--- config.mk ---
export PLATFORM = sky130hd
export DESIGN_NAME = resistance_level_tracker
export DESIGN_NICKNAME = d
export VERILOG_FILES = /design/src/hw/rtl/rlt_pkg.sv /design/src/hw/rtl/rlt_cfg.sv /design/src/hw/rtl/rlt_core.sv /design/src/hw/rtl/resistance_level_tracker.sv
export SDC_FILE = /design/constraint.sdc
export NUM_CORES = 1
export LEC_CHECK = 0
export BUFFER_PORTS_ARGS = -buffer_cell sky130_fd_sc_hd__buf_2
export CAP_MARGIN = 20
export CORE_MARGIN = 1.5
export CORE_UTILIZATION = 60
export DETAILED_ROUTE_END_ITERATION = 10
export PLACE_DENSITY = 0.82
export REMOVE_ABC_BUFFERS = 1
export SLEW_MARGIN = 25
export SYNTH_ARGS = -nofsm -noshare
export SYNTH_HDL_FRONTEND = slang
export SYNTH_SLANG_ARGS = --single-unit
--- constraint.sdc ---
create_clock -name i_clk -period 7.5 [get_ports i_clk]
set_clock_uncertainty 0.15 [all_clocks]
set_input_delay 1.125 -clock i_clk [delete_from_list [all_inputs] [get_ports i_clk]]
set_output_delay 1.125 -clock i_clk [all_outputs]
set_load 0.02 [all_outputs]
--- src/hw/rtl/rlt_pkg.sv ---
// Shared types, register map codes and the count-to-level table
// for the resistance level tracker. No dependencies.
package rlt_pkg;

    localparam int LEVEL_ENTRIES = 16;
    localparam int TABLE_ROWS    = 16;
    localparam int MAP_ROWS      = (LEVEL_ENTRIES < TABLE_ROWS) ? LEVEL_ENTRIES : TABLE_ROWS;

    localparam int ADDR_W = 4;

    // register indexes (paddr[3:2])
    localparam logic [1:0] REG_DEBOUNCE = 2'd0;
    localparam logic [1:0] REG_MOVE_TO  = 2'd1;
    localparam logic [1:0] REG_PAUSE_TO = 2'd2;

    localparam logic [15:0] DEBOUNCE_RST = 16'd10;
    localparam logic [15:0] MOVE_TO_RST  = 16'd500;
    localparam logic [15:0] PAUSE_TO_RST = 16'd2000;

    typedef struct packed {
        logic        forward_switch;
        logic        backward_switch;
        logic        limit_switch;
        logic        pulse_seen;
        logic [31:0] pulse_time_ms;
    } t_in;

    typedef struct packed {
        logic [4:0]  resistance_level;
        logic [15:0] position_count;
    } t_out;

    typedef struct packed {
        logic [15:0] debounce_ms;
        logic [15:0] move_limit_ms;
        logic [15:0] pause_limit_ms;
    } t_cfg;

    typedef struct packed {
        logic [15:0] lo;
        logic [15:0] hi;
        logic [4:0]  lvl;
    } t_span;

    localparam t_span LEVEL_SPANS [TABLE_ROWS] = '{
        '{16'd0,   16'd29,    5'd1},  '{16'd170, 16'd190, 5'd2},
        '{16'd281, 16'd308,   5'd3},  '{16'd360, 16'd374, 5'd4},
        '{16'd411, 16'd429,   5'd5},  '{16'd461, 16'd476, 5'd6},
        '{16'd501, 16'd519,   5'd7},  '{16'd531, 16'd549, 5'd8},
        '{16'd561, 16'd575,   5'd9},  '{16'd591, 16'd601, 5'd10},
        '{16'd611, 16'd627,   5'd11}, '{16'd631, 16'd641, 5'd12},
        '{16'd653, 16'd661,   5'd13}, '{16'd666, 16'd679, 5'd14},
        '{16'd681, 16'd690,   5'd15}, '{16'd692, 16'd65535, 5'd16}
    };

    // First matching row wins; a count in a gap keeps the old level.
    function automatic logic [4:0] map_level(input logic [15:0] count,
                                             input logic [4:0]  old_level);
        logic [4:0] lvl;
        lvl = old_level;
        for (int i = MAP_ROWS - 1; i >= 0; i--) begin
            if (count >= LEVEL_SPANS[i].lo && count <= LEVEL_SPANS[i].hi) begin
                lvl = LEVEL_SPANS[i].lvl;
            end
        end
        return lvl;
    endfunction

endpackage

--- src/hw/rtl/rlt_cfg.sv ---
// APB-style configuration registers of the resistance level tracker.
// Depends on rlt_pkg.
module rlt_cfg (
    input  logic                       i_clk,
    input  logic                       i_rst_n,
    input  logic                       psel,
    input  logic                       penable,
    input  logic                       pwrite,
    input  logic [rlt_pkg::ADDR_W-1:0] paddr,
    input  logic [31:0]                pwdata,
    output logic [31:0]                prdata,
    output logic                       pready,
    output rlt_pkg::t_cfg              o_cfg
);

    rlt_pkg::t_cfg r_cfg;
    logic [1:0]    idx;
    logic          wr;

    assign idx    = paddr[3:2];
    assign wr     = psel && penable && pwrite;
    assign pready = 1'b1;
    assign o_cfg  = r_cfg;

    always_ff @(posedge i_clk) begin
        if (!i_rst_n) begin
            r_cfg.debounce_ms    <= rlt_pkg::DEBOUNCE_RST;
            r_cfg.move_limit_ms  <= rlt_pkg::MOVE_TO_RST;
            r_cfg.pause_limit_ms <= rlt_pkg::PAUSE_TO_RST;
        end else if (wr) begin
            case (idx)
                rlt_pkg::REG_DEBOUNCE: r_cfg.debounce_ms    <= pwdata[15:0];
                rlt_pkg::REG_MOVE_TO:  r_cfg.move_limit_ms  <= pwdata[15:0];
                rlt_pkg::REG_PAUSE_TO: r_cfg.pause_limit_ms <= pwdata[15:0];
                default: ;
            endcase
        end
    end

    always_comb begin
        case (idx)
            rlt_pkg::REG_DEBOUNCE: prdata = {16'd0, r_cfg.debounce_ms};
            rlt_pkg::REG_MOVE_TO:  prdata = {16'd0, r_cfg.move_limit_ms};
            rlt_pkg::REG_PAUSE_TO: prdata = {16'd0, r_cfg.pause_limit_ms};
            default:               prdata = 32'd0;
        endcase
    end

endmodule

--- src/hw/rtl/rlt_core.sv ---
// Tracker state and per-poll update logic: pulse qualification, count step
// and level lookup. Depends on rlt_pkg.
module rlt_core (
    input  logic          i_clk,
    input  logic          i_rst_n,
    input  rlt_pkg::t_cfg i_cfg,
    input  logic          i_fire,
    input  rlt_pkg::t_in  i_item,
    output rlt_pkg::t_out o_result
);

    logic [31:0] r_last_time, n_last_time;
    logic        r_prev_fwd,  n_prev_fwd;
    logic [15:0] r_count,     n_count;
    logic [4:0]  r_level,     n_level;

    logic        going_fwd, going_back, clr;
    logic [15:0] cnt0;
    logic [4:0]  lvl0;
    logic [31:0] gap;
    logic        take, steady, paused, step_up, step_dn;

    always_comb begin
        going_fwd  = i_item.forward_switch && !i_item.backward_switch;
        going_back = i_item.backward_switch && !i_item.forward_switch;
        clr        = !going_fwd && i_item.limit_switch;
        // limit clear happens before the pulse of the same poll
        cnt0       = clr ? 16'd0 : r_count;
        lvl0       = clr ? 5'd1 : r_level;

        gap    = i_item.pulse_time_ms - r_last_time;
        take   = i_item.pulse_seen && (gap > {16'd0, i_cfg.debounce_ms});
        steady = gap < {16'd0, i_cfg.move_limit_ms};
        paused = gap > {16'd0, i_cfg.pause_limit_ms};

        step_up = going_fwd && ((steady && r_prev_fwd) || paused) && (cnt0 != 16'hFFFF);
        step_dn = going_back && (cnt0 != 16'd0) && (paused || (steady && !r_prev_fwd));

        n_last_time = r_last_time;
        n_prev_fwd  = r_prev_fwd;
        n_count     = cnt0;
        n_level     = lvl0;
        if (take) begin
            n_last_time = i_item.pulse_time_ms;
            n_prev_fwd  = going_fwd;
            if (step_up) begin
                n_count = cnt0 + 16'd1;
            end else if (step_dn) begin
                n_count = cnt0 - 16'd1;
            end
            n_level = rlt_pkg::map_level(n_count, lvl0);
        end

        o_result.resistance_level = n_level;
        o_result.position_count   = n_count;
    end

    always_ff @(posedge i_clk) begin
        if (!i_rst_n) begin
            r_last_time <= 32'd0;
            r_prev_fwd  <= 1'b1;
            r_count     <= 16'd0;
            r_level     <= 5'd1;
        end else if (i_fire) begin
            r_last_time <= n_last_time;
            r_prev_fwd  <= n_prev_fwd;
            r_count     <= n_count;
            r_level     <= n_level;
        end
    end

endmodule

--- src/hw/rtl/resistance_level_tracker.sv ---
// Top level of the resistance level tracker: input register, output register
// and handshake. Depends on rlt_pkg, rlt_cfg and rlt_core.

// One poll in, one result out. A poll is held in an input register, updated
// combinationally against the tracker state and written to the output
// register, so a new poll can be taken every cycle unless the output
// register is full and not being read; a poll passes the input register and
// then the output register. The state update happens as the poll moves into
// the output register, so consecutive polls see each other's effects in order.
// Registers: 0x0 debounce time, 0x4 movement timeout, 0x8 pause timeout
// (16 bits each, milliseconds, low half of the word).
module resistance_level_tracker (
    input  logic                       i_clk,
    input  logic                       i_rst_n,
    input  logic                       i_in_valid,
    output logic                       o_in_ready,
    input  rlt_pkg::t_in               i_in,
    output logic                       o_out_valid,
    input  logic                       i_out_ready,
    output rlt_pkg::t_out              o_out,
    input  logic                       psel,
    input  logic                       penable,
    input  logic                       pwrite,
    input  logic [rlt_pkg::ADDR_W-1:0] paddr,
    input  logic [31:0]                pwdata,
    output logic [31:0]                prdata,
    output logic                       pready
);

    rlt_pkg::t_cfg cfg;
    rlt_pkg::t_in  r_item;
    logic          r_item_valid;
    rlt_pkg::t_out r_out;
    logic          r_out_valid;
    rlt_pkg::t_out result;
    logic          out_free, fire;

    assign out_free    = !r_out_valid || i_out_ready;
    assign fire        = r_item_valid && out_free;
    assign o_in_ready  = !r_item_valid || fire;
    assign o_out_valid = r_out_valid;
    assign o_out       = r_out;

    rlt_cfg u_cfg (
        .i_clk   (i_clk),
        .i_rst_n (i_rst_n),
        .psel    (psel),
        .penable (penable),
        .pwrite  (pwrite),
        .paddr   (paddr),
        .pwdata  (pwdata),
        .prdata  (prdata),
        .pready  (pready),
        .o_cfg   (cfg)
    );

    rlt_core u_core (
        .i_clk    (i_clk),
        .i_rst_n  (i_rst_n),
        .i_cfg    (cfg),
        .i_fire   (fire),
        .i_item   (r_item),
        .o_result (result)
    );

    always_ff @(posedge i_clk) begin
        if (!i_rst_n) begin
            r_item_valid <= 1'b0;
            r_out_valid  <= 1'b0;
        end else begin
            if (o_in_ready) begin
                r_item_valid <= i_in_valid;
            end
            if (out_free) begin
                r_out_valid <= r_item_valid;
            end
        end
    end

    always_ff @(posedge i_clk) begin
        if (o_in_ready && i_in_valid) begin
            r_item <= i_in;
        end
        if (fire) begin
            r_out <= result;
        end
    end

endmodule
==> metrics.cfg, run 1 <==
[clock_network]
cts_num_sinks=161
htree_levels=4
cts_made_buffers=17
clk_pin_slew_ns=0.07
clock_path_buffers=2
clk_latency_ns=0.44
cts_tree=done
cts_root_buffer=clkbuf_16
cts_hold_buf=0

[power_and_ir_drop]
switching_share=0.341
clkPwrFrac=0.328
vdd_drop_max_uv=161
internal-power_uw=1630
p_leak_uw=0.00514
switchingPower_uw=840
seqPwrFrac=0.393
power.density_mw_per_mm2=188
combPwrFrac=0.279

[route]
wl_um=32400
vias=11546
drcViolationCount=0
ant_nets=0
dr.first_iter.drc_count=1106
firstDrtPassIters=5
vias_per_cell=6.26
wl_per_cell_um=17.6

[critical_path]
crit_type=flip-flop to flip-flop
max_stage_delay_ns=0.52
timing.critical_path.required_ns=7.65
crit_path_max_fanout=13
critical_path.startpoint_type=flip-flop
cp_slowest_cell=or3_1
cp_common_cell=a21oi_1
cp.arrival_ns=7.19
endpoint_kind=flip-flop

[layout]
drive_above_1_share=0.130
design_area_mm2=0.0131
final_nets=1725
antenna_cells=0
synthToLayoutAreaGrowth_pct=10.8

[floorplan]
start_util=0.610
die_area_mm2=0.0206
io_pins=135
die_w_um=143
rows=51
die_h_um=143
fp.coreArea_mm2=0.0194

[yosys]
synth_top_cells_by_count=nand2_1 (255), a21oi_1 (128), dfxtp_1 (104)
netlist_area_mm2=0.0118
seq_area_frac_synth=0.321
async_reset_ff_frac=0
synth_enable_flop_cells=57
yosysUniqueCellTypes=90
yosysWarnings=0
synth_top_cell_area_share=0.176
ys_seq_elements=161
netlist_instances=1492
synth_top_area_cell=dfxtp_1
synth.avg_cell_area_um2=7.93
synth_area_leaders=dfxtp_1 (18%), edfxtp_1 (14%), ha_1 (8.5%)
yosysMostFrequentCell=nand2_1
synth_ff_type=dfxtp_1

[sta]
slew_violations=0
timing.final.crit_share=0.938
hold_violations=0
worstMarginPinSlew_ns=0.975
setup_ws_ns=0.463
finalSetupViolCount=0
min_period_ns=7.04
slew_headroom=0.350
fmax_mhz=142

[place]
dp_hpwl_um=23900
gp_congestion=0.969
portBuffers=99
post-place-ws_ns=0.284
placed_area_mm2=0.0125

[grt]
grt_pass1_wl_um=51600
grt_max_degree=69
grt_pass1_vias=10416
track_usage=0.315
antenna_found_initial=0
overflow=0

[hold_path]
min_path_type=flip-flop to flip-flop

[job]
drv_cap=0

[status]
outcome=finished, final reports clean

-- metrics by stage --
stage | hold slack, ns | setup TNS (ns) | total power [uW] | instances | util
6_report | 0.304 | 0 | 2470 | 1843 | 0.676
5_1_grt | 0.325 | -0.0859 | 2580 | 1843 | 0.676
4_1_cts | 0.307 | 0 | 2450 | 1842 | 0.670
3_5_place_dp | 0.298 | 0 | 1640 | 1810 | 0.642
3_3_place_gp | 0.291 | 0 | 1630 | 1810 | 0.642
2_1_floorplan | 0.286 | 0 | 1450 | 1421 | -
-- power groups by stage --
stage,registers (uW),logic (uW),clock network [uW]
2_1_floorplan,989,460,0
3_3_place_gp,987,646,0
3_5_place_dp,987,657,0
4_1_cts,968,663,814
5_1_grt,973,758,847
6_report,969,689,809
-- path summary, 6_finish.rpt --
path | from | to | slack [ns] | cells past startpoint
min reg2reg | u_core.r_last_time[12] | u_core.r_last_time[12] | 0.30 | 2
max reg2reg | r_item[0] | o_out[16] | 0.46 | 31
max | r_item[0] | o_out[16] | 0.46 | 31
min | u_core.r_last_time[12] | u_core.r_last_time[12] | 0.30 | 2
-- cells by family after synthesis --
family          Yosys count  synth area share
compound gates          451             0.258
xor+xnor                 32            0.0237
fa+ha+maj                81            0.0863
buf+inv                 187            0.0697
flops                   161             0.321
mux                      23            0.0195
other cells               2          0.000635
simple gates            555             0.221
-- critical path, delay by kind of cell, from the launching register on --
| family | cells | cell delay, ns |
|---|---|---|
| flip-flops | 1 | 0.35 |
| adder cells (fa/ha/maj) | 3 | 0.82 |
| AO/OA/AOI/OAI | 18 | 3.13 |
| XOR/XNOR | 1 | 0.19 |
| AND/OR/NAND/NOR | 6 | 1.78 |
| buffers and inverters | 3 | 0.47 |
-- layer usage --
metal,global-route usage,vias to the layer above,share of wire
li1,-,5546,-
met1,0.433,5391,0.45
met2,0.506,549,0.45
met3,0.0570,60,0.080
met4,0.0913,0,0.019
met5,0,-,0
-- final cells by class --
type | count | area, um^2
multi-input combinational | 1159 | 7380
inverter | 101 | 379
fill | 1646 | 6290
clock buffer | 19 | 433
timing repair buffer | 125 | 691
clock inverter | 13 | 104
tap | 265 | 332
sequential | 161 | 3790
-- placed cells by master (no fill, tap or decap), types with 12 or more instances in the layout --
cell / Yosys / layout
a211oi_1: 22 / 21
a21o_1: 34 / 34
a21oi_1: 128 / 128
and2_1: 20 / 19
and4_1: 13 / 13
buf_2: 10 / 99
buf_4: 18 / 26
clkbuf_16: 0 / 17
conb_1: 2 / 17
dfxtp_1: 104 / 104
edfxtp_1: 57 / 57
ha_1: 80 / 80
inv_1: 100 / 100
mux2i_1: 23 / 23
nand2_1: 255 / 255
nand3_1: 25 / 25
nand4_1: 32 / 32
nor2_1: 90 / 90
nor3_1: 35 / 34
nor4_1: 13 / 13
o211ai_1: 34 / 34
o21a_1: 14 / 14
o21ai_0: 73 / 72
or3_1: 12 / 12
xnor2_1: 24 / 20
-- sequential cells by signal, summed over array words and instances, names as in the netlist --
signal	flops
u_core.r_level	5
u_core.r_count	16
o_out_valid	1
u_core.r_last_time	32
o_out	21
u_cfg.o_cfg	48
u_core.r_prev_fwd	1
r_item	36
r_item_valid	1
-- what timing repair did --
action	4_1_cts	5_1_grt
endpoints found under the setup margin	0	10
gates resized for setup	0	19
buffers inserted	0	1
Power figures use the tool's default switching activity.
==> run 2, diff against run 1 <==
--- a/config.mk
+++ b/config.mk
@@ -7,10 +7,12 @@
 export LEC_CHECK = 0
 export BUFFER_PORTS_ARGS = -buffer_cell sky130_fd_sc_hd__buf_2
 export CAP_MARGIN = 20
+export CELL_PAD_IN_SITES_DETAIL_PLACEMENT = 0
+export CELL_PAD_IN_SITES_GLOBAL_PLACEMENT = 1
 export CORE_MARGIN = 1.5
-export CORE_UTILIZATION = 60
+export CORE_UTILIZATION = 40
 export DETAILED_ROUTE_END_ITERATION = 10
-export PLACE_DENSITY = 0.82
+export PLACE_DENSITY_LB_ADDON = 0.1
 export REMOVE_ABC_BUFFERS = 1
 export SLEW_MARGIN = 25
 export SYNTH_ARGS = -nofsm -noshare
==> constraint.sdc (replaced) <==
create_clock -name i_clk -period 6.1 [get_ports i_clk]
set_clock_uncertainty 0.15 [all_clocks]
set_input_delay 0.915 -clock i_clk [delete_from_list [all_inputs] [get_ports i_clk]]
set_output_delay 0.915 -clock i_clk [all_outputs]
set_load 0.02 [all_outputs]
==> run 2 against run 1 <==
Net effect:
- the run now ends with negative setup slack left
- first-iteration DRC count fell by 35%
- worst setup slack worse by 0.86 ns
- sequential power grew 23%
- highest routed layer unchanged
- largest power group is now combinational cells
==> metrics.cfg, run 2 (synthesis gave the netlist of run 1 again) <==
[status]
outcome=complete, but fails checks
violations=negative setup slack

[layout]
seqCellArea_mm2=0.00379  ; unchanged
final_nets=1956  ; +13%
antenna_cells=0  ; unchanged
fin_util=0.546  ; -0.130
drive_above_1_share=0.290  ; +0.160
mostFrequentLayoutCells=nand2_1 (253), buf_4 (244), a21oi_1 (113), dfxtp_1 (104), inv_1 (100)
multi_input_area_mm2=0.00802  ; +8.7%
synthToLayoutAreaGrowth_pct=33.5
largest_reg_flops=48  ; unchanged
final_common_cell=nand2_1
nFillCells=2810  ; +71%

[grt]
grt_max_degree=54  ; -22%
overflow=0  ; unchanged
track_usage=0.251  ; -0.0637
antenna_found_initial=0  ; unchanged
grt_pass1_vias=11379  ; +9.2%
grt_pass1_wl_um=61000  ; +18%

[route]
firstDrtPassIters=6  ; +1
vias=12028  ; +4.2%
wl_per_cell_um=17.5  ; -0.43%
dr.first_iter.drc_count=718  ; -35%
drcViolationCount=0  ; unchanged
wl_um=38300  ; +18%
ant_nets=0  ; unchanged
vias_per_cell=5.48  ; -12%

[clock_network]
clk_pin_slew_ns=0.07  ; about the same
cts_made_buffers=17  ; unchanged
cts_tree=done
clk_latency_ns=0.46  ; +0.02 ns
htree_levels=4  ; unchanged
cts_num_sinks=161  ; unchanged
cts_hold_buf=0  ; unchanged
cts_root_buffer=clkbuf_16
clock_path_buffers=2  ; unchanged

[sta]
slew_headroom=0.335  ; -0.0154
tns_ns=-2.90  ; -2.90 ns
rsz0062_at_grt=true
hold_violations=0  ; unchanged
fmax_mhz=154  ; +8.3%
timing.final.crit_share=1.06  ; +0.126
setup_ws_ns=-0.395  ; -0.858 ns
min_period_ns=6.50  ; -0.542 ns
worstMarginPinSlew_ns=0.997  ; +0.0221 ns
finalSetupViolCount=10  ; +10
slew_violations=0  ; unchanged

[critical_path]
timing.critical_path.required_ns=6.34  ; -1.31 ns
crit_path_max_fanout=5  ; -8
r2r_setup_slack_ns=-0.40  ; -0.86 ns
critical_path.startpoint_type=flip-flop
cp.arrival_ns=6.73  ; -0.46 ns
crit_type=flip-flop to flip-flop
max_stage_delay_ns=0.41  ; -0.11 ns
endpoint_kind=flip-flop
cp_slowest_cell=edfxtp_1

[place]
portBuffers=99  ; unchanged
gp_congestion=0.886  ; -8.5%
dp_hpwl_um=28400  ; +19%

[power_and_ir_drop]
clkPwrFrac=0.320  ; -0.008
seqPwrFrac=0.337  ; -0.056
vdd_drop_max_uv=221  ; +37%
p_leak_uw=0.00643  ; +25%
internal-power_uw=2360  ; +45%
combPwrFrac=0.343  ; +0.064
switching_share=0.332  ; -0.00840
power.density_mw_per_mm2=224  ; +19%
switchingPower_uw=1170  ; +40%

[floorplan]
rows=62  ; +22%
io_pins=135  ; unchanged
start_util=0.409  ; -0.201
die_area_mm2=0.0306  ; +49%
die_w_um=175  ; +22%
fp.coreArea_mm2=0.0289  ; +49%
die_h_um=175  ; +22%

[job]
drv_cap=0  ; unchanged

[hold_path]
min_path_type=flip-flop to flip-flop

run 2: changes by cell type in the layout (fill, tap and decap cells not counted), moves of 5 or more:
cell and delta:
a21oi_1 -15, nor4_1 -6, a21oi_2 +11, nor2_1 -6, o21ai_1 +5, nor3_1 -5
buf_4 +218, o21ai_0 -6, buf_6 +8, o2111ai_1 -6
run 2: cell type report:
cell class                 count  share of cell area
clock buffer                  19              0.0294
tap                          384              0.0304
multi-input combinational   1159               0.508
sequential                   161               0.240
timing repair buffer         356               0.159
clock inverter                13             0.00935
inverter                     101              0.0240
run 2: stage by stage:
stage	std cells	power (uW)	setup WS (ns)	instance area (um^2)	hold WS, ns
2_1_floorplan	1421	1780	-0.937	11400	0.286
3_3_place_gp	2127	2240	-0.737	14100	0.293
3_5_place_dp	2127	2240	-0.759	14100	0.297
4_1_cts	2171	3440	-0.338	15200	0.306
5_1_grt	2193	3710	-0.747	15800	0.330
6_report	2193	3530	-0.395	15800	0.303
run 2: metal layers:
metal	vias up	part of all wire	track usage	routed length [um]
met5	-	0	0	0
met4	0	0.017	0.0755	658
met3	42	0.041	0.0335	1550
met2	320	0.46	0.406	17700
met1	5665	0.48	0.348	18400
li1	6001	-	-	-
run 2: worst max-delay path, delay by kind of cell (launching register included):
kind	cells	cell delay [ns]
XOR/XNOR	1	0.17
adder cells (fa/ha/maj)	2	0.60
flip-flops	1	0.41
AO/OA/AOI/OAI	12	2.19
buffers and inverters	7	0.98
AND/OR/NAND/NOR	12	1.93
run 2: timing repair:
action,CTS,global route
cloned,1,1
buffers inserted,11,23
endpoints found under the setup margin,10,11
pin swaps,18,50
gates resized for setup,70,86
run 2: power by group through the flow:
stage | registers (uW) | clock network [uW] | logic [uW]
6_report | 1190 | 1130 | 1210
5_1_grt | 1200 | 1190 | 1320
4_1_cts | 1190 | 1150 | 1100
2_1_floorplan | 1220 | 0 | 566
3_3_place_gp | 1210 | 0 | 1020
3_5_place_dp | 1210 | 0 | 1030
run 2: worst paths after layout:
| path | start | endpoint | cells after the start |
|---|---|---|---|
| worst max register to register | r_item[1] | u_core.r_level[2] | 34 |
| worst max-delay path | r_item[1] | u_core.r_level[2] | 34 |
| worst min register to register | u_core.r_last_time[28] | u_core.r_last_time[28] | 2 |
| worst min-delay path | u_core.r_last_time[28] | u_core.r_last_time[28] | 2 |
